## src/hw/rtl/deq_pkg.sv

```systemverilog
`timescale 1ns / 1ps
// shared definitions for the double-ended queue: default sizes, field widths,
// request actions and the control word that steers the row of storage cells
// no dependencies
package deq_pkg;

	// default sizing
	localparam int DEQ_CAPACITY   = 64;
	localparam int DEQ_VALUE_BITS = 32;
	localparam int DEQ_TAG_BITS   = 4;

	// fixed request field widths
	localparam int ACTION_W = 3;
	localparam int COUNT_W  = 8;
	localparam int POS_W    = 6;

	// request actions, codes six and seven are unused
	typedef enum logic [ACTION_W-1:0] {
		ACT_FILL_HEAD   = 3'd0,
		ACT_FILL_TAIL   = 3'd1,
		ACT_REMOVE_HEAD = 3'd2,
		ACT_REMOVE_TAIL = 3'd3,
		ACT_CLEAR       = 3'd4,
		ACT_READ        = 3'd5,
		ACT_SPARE_6     = 3'd6,
		ACT_SPARE_7     = 3'd7
	} deq_action_t;

	// cell storage operations
	localparam logic [1:0] CELL_HOLD  = 2'd0;
	localparam logic [1:0] CELL_SHR   = 2'd1;
	localparam logic [1:0] CELL_SHL   = 2'd2;
	localparam logic [1:0] CELL_WRITE = 2'd3;

	// control broadcast to every cell
	typedef struct packed {
		logic [1:0] op;
		logic       rd_load;
		logic       rd_shift;
	} cell_ctl_t;

endpackage

```

## src/hw/rtl/deq_cell.sv

```systemverilog
`timescale 1ns / 1ps
// one storage cell of the queue: holds the entry at its position from the head
// and a read-chain register that walks entries toward cell zero
// depends on deq_pkg
module deq_cell #(
	parameter int W = deq_pkg::DEQ_VALUE_BITS + deq_pkg::DEQ_TAG_BITS
) (
	input  logic               clk,
	input  deq_pkg::cell_ctl_t ctl,
	input  logic               sel,
	input  logic [W-1:0]       wr_data,
	input  logic [W-1:0]       lower_data,
	input  logic [W-1:0]       upper_data,
	input  logic [W-1:0]       upper_rd,
	output logic [W-1:0]       entry,
	output logic [W-1:0]       rd
);
	import deq_pkg::*;

	logic [W-1:0] entry_q;
	logic [W-1:0] rd_q;

	// entry storage: shift toward tail, shift toward head, or tail write
	always_ff @(posedge clk) begin
		unique case (ctl.op)
			CELL_HOLD:  entry_q <= entry_q;
			CELL_SHR:   entry_q <= lower_data;
			CELL_SHL:   entry_q <= upper_data;
			CELL_WRITE: begin
				if (sel) begin
					entry_q <= wr_data;
				end
			end
		endcase
	end

	// read chain: snapshot the entry, then pass toward cell zero
	always_ff @(posedge clk) begin
		if (ctl.rd_load) begin
			rd_q <= entry_q;
		end else if (ctl.rd_shift) begin
			rd_q <= upper_rd;
		end
	end

	assign entry = entry_q;
	assign rd    = rd_q;

endmodule

```

## config.mk

```make
export PLATFORM = sky130hd
export DESIGN_NAME = deq_cell
export DESIGN_NICKNAME = d
export VERILOG_FILES = /design/src/hw/rtl/deq_pkg.sv /design/src/hw/rtl/deq_cell.sv
export SDC_FILE = /design/constraint.sdc
export NUM_CORES = 1
export LEC_CHECK = 0
export BUFFER_PORTS_ARGS = -buffer_cell sky130_fd_sc_hd__buf_2
export CORE_MARGIN = 1
export CORE_UTILIZATION = 46
export CTS_CLUSTER_SIZE = 20
export DETAILED_ROUTE_END_ITERATION = 12
export PLACE_DENSITY = 0.87
export SLEW_MARGIN = 20
export SYNTH_ARGS = -nofsm -noshare
export SYNTH_HDL_FRONTEND = slang
export SYNTH_SLANG_ARGS = --single-unit
```

## constraint.sdc

```tcl
create_clock -name clk -period 4.98 [get_ports clk]
set_input_delay 0.249 -clock clk [delete_from_list [all_inputs] [get_ports clk]]
set_output_delay 0.249 -clock clk [all_outputs]
set_load 0.05 [all_outputs]
```

==> summary.md, run 1 <==
| Metric | Value |
|---|---|
| Via count | `between 2,000 and 3,000` |
| Multi-input logic area | `0.00111 mm^2` |
| # diodes | `0` |
| Final Util | `around 68%` |
| Leak Pwr | `2.19 nW` |
| Clock transition at the registers of the reported paths | `roughly 0.08 ns` |
| Post_cts resized | `0` |
| Crit-path cells | `buf_2, or2_2` |
| Compound-cell area share of the yosys netlist | `roughly 5.5%` |
| Leading area contributor after synthesis | `edfxtp_1` |
| Simple-gate area share of the yosys netlist | `4.47%` |
| Bufs and invs on worst path | `1` |
| Detailed Route Iter0 Violations | `60` |
| Period minus WS final | `1.79 ns` |
| Final instance area | `0.00473 mm^2` |
| Combinational Power Share | `between 20 and 30%` |
| WP data arrival | `around 1.7 ns` |
| # DRC | `0` |
| Post-synthesis adder-cell area fraction | `0%` |
| Maximum vdd drop | `0.167 mV` |
| NetSw | `between 0.6 and 0.7 mW` |
| Worst skew pair latency | `between 0.3 and 0.4 ns` |
| Status | `complete, no violations` |
| Placer Congestion | `a little under 0.8` |
| Final Non-Filler Cells | `between 500 and 600` |
| Seq/Total Area, Yosys | `63.8%` |
| Critical path origin | `ctl[1]` |
| Max Cap Viol | `0` |
| Layout area overhead | `39.6%` |
| Max Fclk | `559 MHz` |
| Crit. End Element | `flip-flop` |
| Hold Crit Start | `upper_rd[13]` |
| Post-CTS setup buffer count | `0` |
| ANT nets after route | `0` |
| Worst Path Required | `slightly below 5 ns` |
| CTS buffer count | `9` |
| FF+latch count, synth | `between 70 and 80` |
| Unrepaired setup endpoints after global routing | `no` |
| Drt first pass iters | `4` |
| Least-Margin Pin Slew | `around 0.87 ns` |
| H-tree Lvls | `3` |
| Vias in the first global route | `around 2,600` |
| Buffers on Ports | `about 220` |
| Die width | `a little under 90 um` |
| YS warnings | `0` |
| # rows | `30` |
| Full die area | `0.00772 mm^2` |
| Clk pwr share | `around 25%` |
| Max Buffers Root-to-Sink | `2` |
| Hold Slack | `a little under 0.2 ns` |
| Share of cells above drive strength 1 | `between 50% and 60%` |
| Final setup viols | `0` |
| Crit path kind | `input port to flip-flop` |
| CTS tree | `built` |
| DIE HEIGHT | `between 80 and 90 um` |
| Wire length per cell | `around 15 um` |
| Final max-slew violation count | `0` |
| Total grt overflow | `0` |
| IO Count | `roughly 220` |
| Top delay family on crit path | `simple AND/OR/NAND/NOR gates` |
| Initial Utilization | `about half` |
| Part of the power in registers | `45.3%` |
| Global-route wire length before repair | `between 10,000 and 15,000 um` |
| Area of the mapped netlist | `~0.0034 mm^2` |
| Worst Clk Skew | `between 0.01 and 0.015 ns` |
| Final setup TNS | `0 ns` |
| Reg-to-reg critical path startpoint | `entry[19]$_DFFE_PP_` |
| Top cell type's share of synthesized area | `between 60% and 70%` |
| # hold bufs at CTS | `0` |
| Total routed wirelength | `around 8300 um` |
| Net Count, Synth | `~390` |
| Largest net degree at the start of global routing | `47` |
| Placed cell count | `approximately 540` |
| Sequential cell area | `roughly 0.0022 mm^2` |
| Synth top area cells | `edfxtp_1, mux2_1, mux2i_1` |
| Hold Crit Class | `input port to flip-flop` |
| Most frequent cells in the layout | `buf_2, edfxtp_1, nor2_1` |
| Fill count | `521` |
| Slowest cell on crit path | `or2_2` |
| Mux cell area share after synthesis | `22.6%` |
| Post-Syn Area per Cell | `about 14 um^2` |
| Sw frac | `a little over a third` |
| Via/cell ratio | `4.85` |
| Slowest stage delay, CP | `0.80 ns` |
| Cells after Synth | `236` |
| Nets | `605` |
| Clock sinks | `slightly above 70` |
| Post-DP Area | `around 0.0045 mm^2` |
| Final hold vios | `0` |
| Core Box Area | `about 0.0069 mm^2` |
| Main combinational cell family by area after synthesis | `multiplexers` |
| Overall routing resource usage | `between 20% and 30%` |
| Int Power | `1.13 mW` |
| Slew margin rel. | `between 40% and 50%` |
| CTS root buf | `clkbuf_8` |
| Post-synthesis cell type count | `12` |
| Fin crit share | `35.9%` |
| Crit path max fanout | `37` |
| Post-DP HPWL | `between 6000 and 7000 um` |
| Cell Pwr Density | `369 mW/mm^2` |
| Startpoint class of the critical path | `input port` |
| Initial antenna violation count | `0` |
| Post-synthesis xor/xnor area fraction | `0%` |
| Commonest non-fill, non-tap cell in the layout | `buf_2` |
==> per-layer routing <==
metal	vias to the layer above	track usage, %	share of wire (%)
met4	0	7.45	1.5
met3	11	4.90	6.1
met1	1226	21.7	36
li1	1325	-	-
met5	-	0	0
met2	132	41.2	56
==> area by class of cell <==
cell class / count / area share (%)
clock inverters: 7 / 1.32
clock buffers: 9 / 2.62
well taps: 96 / 2.54
repair buffers: 224 / 24.3
multi-input cells: 148 / 23.5
flip-flops and latches: 72 / 45.7
==> synthesized netlist by cell type <==
master / number
nor2b_1: 1
mux2i_1: 36
buf_2: 4
or2_1: 1
buf_4: 2
nor2_1: 37
mux2_1: 36
edfxtp_1: 72
buf_6: 4
buf_8: 2
clkbuf_1: 4
a21oi_1: 37
==> state kept, by name, indices dropped and copies added, names as in the netlist <==
| register | cells |
|---|---|
| entry | 36 |
| rd | 36 |
==> power by group through the flow <==
stage                     registers, mW  logic (mW)  clock network, mW
after floorplan                    1.07      0.0961                  0
after global placement            0.801       0.504                  0
after detailed placement          0.806       0.512                  0
after CTS                         0.792       0.514              0.443
after global routing              0.799       0.540              0.466
final                             0.791       0.515              0.439
==> stage by stage <==
| stage | power, mW | setup slack, ns |
|---|---|---|
| final | 1.75 | 3.19 |
| after global routing | 1.81 | 3.09 |
| after CTS | 1.75 | 2.99 |
| after detailed placement | 1.32 | 2.64 |
| after global placement | 1.31 | 2.73 |
| after floorplan | 1.17 | 2.18 |
==> cells by family after synthesis <==
group / count (synthesis)
flops: 72
mux: 72
buf+inv: 16
simple gates: 39
compound gates: 37
==> worst paths after layout <==
kind	endpoint	slack [ns]	depth (start not counted)
max reg2reg	rd[19]$_DFFE_PP_	3.99	1
max	rd[16]$_DFFE_PP_	3.19	2
min	rd[13]$_DFFE_PP_	0.20	2
min reg2reg	rd[16]$_DFFE_PP_	0.56	1
(Power assumes the default switching activity.)
==> inputs of run 2 (changes only) <==
--- a/config.mk
+++ b/config.mk
@@ -7,10 +7,10 @@
 export LEC_CHECK = 0
 export BUFFER_PORTS_ARGS = -buffer_cell sky130_fd_sc_hd__buf_2
 export CORE_MARGIN = 1
-export CORE_UTILIZATION = 46
+export CORE_UTILIZATION = 38
 export CTS_CLUSTER_SIZE = 20
 export DETAILED_ROUTE_END_ITERATION = 12
-export PLACE_DENSITY = 0.87
+export PLACE_DENSITY = 0.76
 export SLEW_MARGIN = 20
 export SYNTH_ARGS = -nofsm -noshare
 export SYNTH_HDL_FRONTEND = slang
==> constraint.sdc (replaced) <==
create_clock -name clk -period 1.4 [get_ports clk]
set_input_delay 0.07 -clock clk [delete_from_list [all_inputs] [get_ports clk]]
set_output_delay 0.07 -clock clk [all_outputs]
set_load 0.05 [all_outputs]
==> run 2 against run 1 <==
Net effect:
- via count up 4.6%
- routed wire length up 6.1%
- clock skew down 0.0028 ns
- total power rose to 3.5 times the previous value
- non-clock buffer count up 19
- critical path depth down 1
==> summary.md, run 2 (synthesis gave the netlist of run 1 again) <==
| Metric | Value |
|---|---|
| Commonest non-fill, non-tap cell in the layout | `buf_2` |
| R2r setup slk | `0.40 ns (-3.59 ns)` |
| DIE HEIGHT | `96.4 um (+9.8%)` |
| Overall routing resource usage | `18.2% (-2.9 points)` |
| Core Box Area | `0.00868 mm^2 (+25%)` |
| Slowest stage delay, CP | `0.39 ns (-0.41 ns)` |
| Share of cells above drive strength 1 | `52.0% (-0.19 points)` |
| WP data arrival | `1.01 ns (-0.73 ns)` |
| Buffers on Ports | `221 (unchanged)` |
| Bufs and invs on worst path | `1 (unchanged)` |
| Post_cts resized | `0 (unchanged)` |
| Reg-to-reg critical path startpoint | `entry[3]$_DFFE_PP_` |
| Detailed Route Iter0 Violations | `34 (-43%)` |
| Clock sinks | `72 (unchanged)` |
| Final hold vios | `0 (unchanged)` |
| Nets | `624 (+3.1%)` |
| Hold endpoint | `rd[10]$_DFFE_PP_` |
| Crit-path cells | `buf_2` |
| Top delay family on crit path | `flip-flops` |
| Crit path kind | `flip-flop to output pin` |
| Fin crit share | `around 77%` |
| Final max-slew violation count | `0 (unchanged)` |
| Hold Crit Start | `upper_rd[10]` |
| Final Util | `56.6% (-11 points)` |
| WP depth | `1 (-1)` |
| Via count | `2,818 (+4.6%)` |
| # DRC | `0 (unchanged)` |
| CTS tree | `built` |
| Vias in the first global route | `2,700 (+2.7%)` |
| Post-CTS setup buffer count | `0 (unchanged)` |
| Initial antenna violation count | `0 (unchanged)` |
| Slowest cell on crit path | `edfxtp_1` |
| Wire length per cell | `15.0 um (+0.52%)` |
| Crit. End Element | `output pin` |
| Post-DP HPWL | `6860 um (+8.8%)` |
| CTS buffer count | `9 (unchanged)` |
| R2R depth | `1 (unchanged)` |
| CTS root buf | `clkbuf_8` |
| Worst skew pair latency | `0.35 ns (+0.02 ns)` |
| Final setup TNS | `0 ns (unchanged)` |
| Final instance area | `0.00492 mm^2 (+3.9%)` |
| Layout area overhead | `45.0%` |
| Hold depth | `2 (unchanged)` |
| Hold Crit Class | `input port to flip-flop` |
| Worst Clk Skew | `0.00959 ns (-0.00281 ns)` |
| Drt first pass iters | `4 (unchanged)` |
| # diodes | `0 (unchanged)` |
| Die width | `96.4 um (+9.8%)` |
| Max Buffers Root-to-Sink | `2 (unchanged)` |
| Unrepaired setup endpoints after global routing | `no` |
| Clock transition at the registers of the reported paths | `0.08 ns (about the same)` |
| Via/cell ratio | `4.80 (-0.92%)` |
| Largest net degree at the start of global routing | `38 (-19%)` |
| Global-route wire length before repair | `12,300 um (+2.5%)` |
| Crit path max fanout | `2 (-95%)` |
| # rows | `34 (+13%)` |
| Max Cap Viol | `0 (unchanged)` |
| Total grt overflow | `0 (unchanged)` |
| Final setup viols | `0 (unchanged)` |
| Status | `complete, no violations` |
| Slew margin rel. | `76.4% (+34 points)` |
| Maximum vdd drop | `0.426 mV (+160%)` |
| ANT nets after route | `0 (unchanged)` |
| Max Fclk | `around 920 MHz` |
| Worst R2R End | `rd[3]$_DFFE_PP_` |
| Cell Pwr Density | `1240 mW/mm^2 (+240%)` |
| H-tree Lvls | `3 (unchanged)` |
| Leak Pwr | `2.27 nW (+3.9%)` |
| Most frequent cells in the layout | `buf_2, edfxtp_1` |
| Least-Margin Pin Slew | `0.354 ns (-0.512 ns)` |
| Period minus WS final | `~1.1 ns` |
| Initial Utilization | `39.1% (-9.8 points)` |
| Worst Path Required | `1.33 ns (-3.60 ns)` |
| Post-DP Area | `0.00463 mm^2 (+2.5%)` |
| Full die area | `0.00930 mm^2 (+21%)` |
| Startpoint class of the critical path | `flip-flop` |
| Hold Slack | `0.0142 ns (-0.183 ns)` |
| Placer Congestion | `0.796 (+3.1%)` |
| IO Count | `222 (unchanged)` |
| Total routed wirelength | `8820 um (+6.1%)` |
## run 2: final cells by class
class,instances,area (um^2)
clock buffers,10,128
clock inverters,6,36.3
fillers,759,3760
multi-input cells,148,1120
flip-flops and latches,72,2160
well taps,108,135
repair buffers,243,1340
## run 2: power by group
group / total [mW] / leakage (nW) / switching, mW / internal (mW)
Combinational: 1.88 / 1.46 / 1.34 / 0.538
Clock: 1.42 / 0.0858 / 0.790 / 0.634
Sequential: 2.81 / 0.725 / 0.104 / 2.71
## run 2: timing repair
action	CTS	global route
hold buffers	11	1
endpoints found under the hold margin	11	1
setup endpoints to repair	0	0
## run 2: routing by layer
layer / global-route usage (%) / wire, um / up-vias / part of all wire, %
met5: 0 / 0 / - / 0
met4: 11.4 / 298 / 0 / 3.4
met3: 4.62 / 525 / 25 / 6.0
met2: 33.9 / 4730 / 127 / 54
met1: 17.8 / 3260 / 1307 / 37
li1: - / - / 1359 / -
## run 2: stage by stage
stage,power (mW),setup slack [ns],cells
finish,6.12,0.315,587
global route,6.37,0.285,587
CTS,6.16,0.310,586
detailed placement,4.73,0.232,559
global placement,4.69,0.315,559
floorplan,4.17,0.00167,236
## run 2: worst max path at each step
stage,start,to,slack (ns)
after floorplan,ctl[2],entry[0]$_DFFE_PP_,0.002
after global placement,ctl[2],entry[17]$_DFFE_PP_,0.32
after detailed placement,ctl[2],entry[30]$_DFFE_PP_,0.23
after CTS,entry[3]$_DFFE_PP_,entry[3],0.31
after global routing,entry[35]$_DFFE_PP_,entry[35],0.28
final,entry[3]$_DFFE_PP_,entry[3],0.32
==> inputs of run 3 (changes only) <==
==> constraint.sdc (replaced) <==
create_clock -name clk -period 0.9 [get_ports clk]
set_input_delay 0.045 -clock clk [delete_from_list [all_inputs] [get_ports clk]]
set_output_delay 0.045 -clock clk [all_outputs]
set_load 0.05 [all_outputs]
==> run 3 against run 2 <==
Net effect:
- the run now ends with negative setup slack left
- sequential power rose by 59%
- register-to-register slack got worse by 0.56 ns
- core utilization rose by 10 points
- hold slack improved by 0.0026 ns
- critical endpoint is now entry[6]
==> summary.md, run 3 (synthesis gave the netlist of run 1 again) <==
| Metric | Value |
|---|---|
| Crit-path cells | `buf_6, buf_8` |
| Status | `finished with violations` |
| Final Util | `66.9% (+10 points)` |
| R2r setup slk | `-0.16 ns (-0.56 ns)` |
| Slew margin rel. | `65.1% (-11 points)` |
| Multi-input logic area | `0.00127 mm^2 (+13%)` |
| Hold Crit Class | `input port to flip-flop` |
| DIE HEIGHT | `96.4 um (unchanged)` |
| CTS root buf | `clkbuf_8` |
| Final Non-Filler Cells | `606 (+3.2%)` |
| Full die area | `0.00930 mm^2 (unchanged)` |
| Fill count | `616 (-19%)` |
| Crit path max fanout | `2 (unchanged)` |
| Largest net degree at the start of global routing | `37 (-2.6%)` |
| Total routed wirelength | `9330 um (+5.8%)` |
| # diodes | `0 (unchanged)` |
| R2R depth | `2 (+1)` |
| Placed cell count | `566 (+1.3%)` |
| Initial antenna violation count | `0 (unchanged)` |
| Placer Congestion | `0.851 (+6.8%)` |
| ANT nets after route | `0 (unchanged)` |
| Failing checks | `negative setup slack` |
| Drt first pass iters | `4 (unchanged)` |
| Cell Pwr Density | `1900 mW/mm^2 (+53%)` |
| # rows | `34 (unchanged)` |
| Worst Path Required | `0.85 ns (-0.48 ns)` |
| Crit. End Element | `output pin` |
| Crit path capture | `entry[6]` |
| Crit path kind | `flip-flop to output pin` |
| Maximum vdd drop | `0.900 mV (+110%)` |
| Max Buffers Root-to-Sink | `2 (unchanged)` |
| Final setup viols | `108 (+108)` |
| Core Box Area | `0.00868 mm^2 (unchanged)` |
| Least-Margin Pin Slew | `0.523 ns (+0.169 ns)` |
| Layout area overhead | `71.3%` |
| Startpoint class of the critical path | `flip-flop` |
| Post-DP HPWL | `6810 um (-0.77%)` |
| H-tree Lvls | `3 (unchanged)` |
| Critical path origin | `entry[6]$_DFFE_PP_` |
| WP depth | `2 (+1)` |
| Vias in the first global route | `2,934 (+8.7%)` |
| Wire length per cell | `15.4 um (+2.5%)` |
| Global-route wire length before repair | `13,400 um (+8.7%)` |
| Overall routing resource usage | `19.7% (+1.6 points)` |
| Bufs and invs on worst path | `2 (+1)` |
| Worst R2R End | `rd[6]$_DFFE_PP_` |
| Max Cap Viol | `0 (unchanged)` |
| Top delay family on crit path | `flip-flops` |
| CTS buffer count | `9 (unchanged)` |
| Most frequent cells in the layout | `buf_2, buf_6, edfxtp_1` |
| Initial Utilization | `39.1% (unchanged)` |
| Slowest cell on crit path | `edfxtp_1` |
| Final hold vios | `0 (unchanged)` |
| Worst Clk Skew | `0.0108 ns (+0.00119 ns)` |
| Max Fclk | `about 930 MHz` |
| Unrepaired setup endpoints after global routing | `yes` |
| Post-DP Area | `0.00486 mm^2 (+4.9%)` |
| Via/cell ratio | `4.77 (-0.73%)` |
| Detailed Route Iter0 Violations | `49 (+44%)` |
| Post-Place Setup Slack | `-0.219 ns (-0.451 ns)` |
| Via count | `2,888 (+2.5%)` |
| CTS tree | `built` |
| Nets | `643 (+3.0%)` |
| Setup ws final | `-0.178 ns (-0.494 ns)` |
| Sequential cell area | `0.00216 mm^2 (unchanged)` |
| # DRC | `0 (unchanged)` |
| Total grt overflow | `0 (unchanged)` |
| Share of cells above drive strength 1 | `59.2% (+7.3 points)` |
| IO Count | `222 (unchanged)` |
| Die width | `96.4 um (unchanged)` |
| Period minus WS final | `~1.1 ns` |
| Final max-slew violation count | `0 (unchanged)` |
| WP data arrival | `1.03 ns (+0.02 ns)` |
| Reg-to-reg critical path startpoint | `entry[6]$_DFFE_PP_` |
| Clock transition at the registers of the reported paths | `0.07 ns (about the same)` |
| Clock sinks | `72 (unchanged)` |
| Commonest non-fill, non-tap cell in the layout | `buf_2` |
| Leak Pwr | `2.72 nW (+20%)` |
| Worst skew pair latency | `0.34 ns (about the same)` |
| Buffers on Ports | `221 (unchanged)` |
| Final instance area | `0.00581 mm^2 (+18%)` |
| Slowest stage delay, CP | `0.43 ns (+0.04 ns)` |
| Fin crit share | `120%` |
[run 3: how the worst min path moves through the flow]
stage                       from          endpoint  cells past startpoint
floorplan           upper_rd[10]  rd[10]$_DFFE_PP_                      1
global placement    upper_rd[18]  rd[18]$_DFFE_PP_                      2
detailed placement  upper_rd[16]  rd[16]$_DFFE_PP_                      2
CTS                 upper_rd[29]  rd[29]$_DFFE_PP_                      2
global route        upper_rd[29]  rd[29]$_DFFE_PP_                      2
finish              upper_rd[29]  rd[29]$_DFFE_PP_                      2
[run 3: routing by layer]
layer	wire, um	up-vias	track usage, %
met5	0	-	0
met2	5260	140	38.0
met4	151	0	8.95
met1	3310	1337	19.9
met3	614	15	4.62
li1	-	1396	-
[run 3: cell type report]
cell class / instances / area share (%)
repair buffers: 262 / 35.1
clock inverters: 5 / 1.23
flip-flops and latches: 72 / 37.2
clock buffers: 11 / 2.26
multi-input cells: 148 / 21.8
well taps: 108 / 2.33
[run 3: timing repair]
action                                 in CTS  in global routing
resized for setup                         151                 11
setup buffers                               5                  1
setup endpoints to repair                 102                108
gates cloned                                0                  0
hold buffers                               17                  1
endpoints found under the hold margin      17                  1
[run 3: stage by stage]
step / total power, mW / setup TNS, ns / hold WS (ns)
2_1_floorplan: 6.69 / -30.58 / 0.263
3_3_place_gp: 7.55 / -15.11 / 0.346
3_5_place_dp: 7.63 / -18.34 / 0.349
4_1_cts: 11.0 / -7.77 / 0.000323
5_1_grt: 11.4 / -10.03 / 0.000622
6_report: 11.0 / -6.22 / 0.0168
[run 3: power by group]
group | switching (mW) | internal (mW) | total [mW]
combinational | 2.18 | 1.69 | 3.87
sequential | 0.258 | 4.23 | 4.48
clock | 1.13 | 1.54 | 2.67
total | 3.57 | 7.45 | 11.0
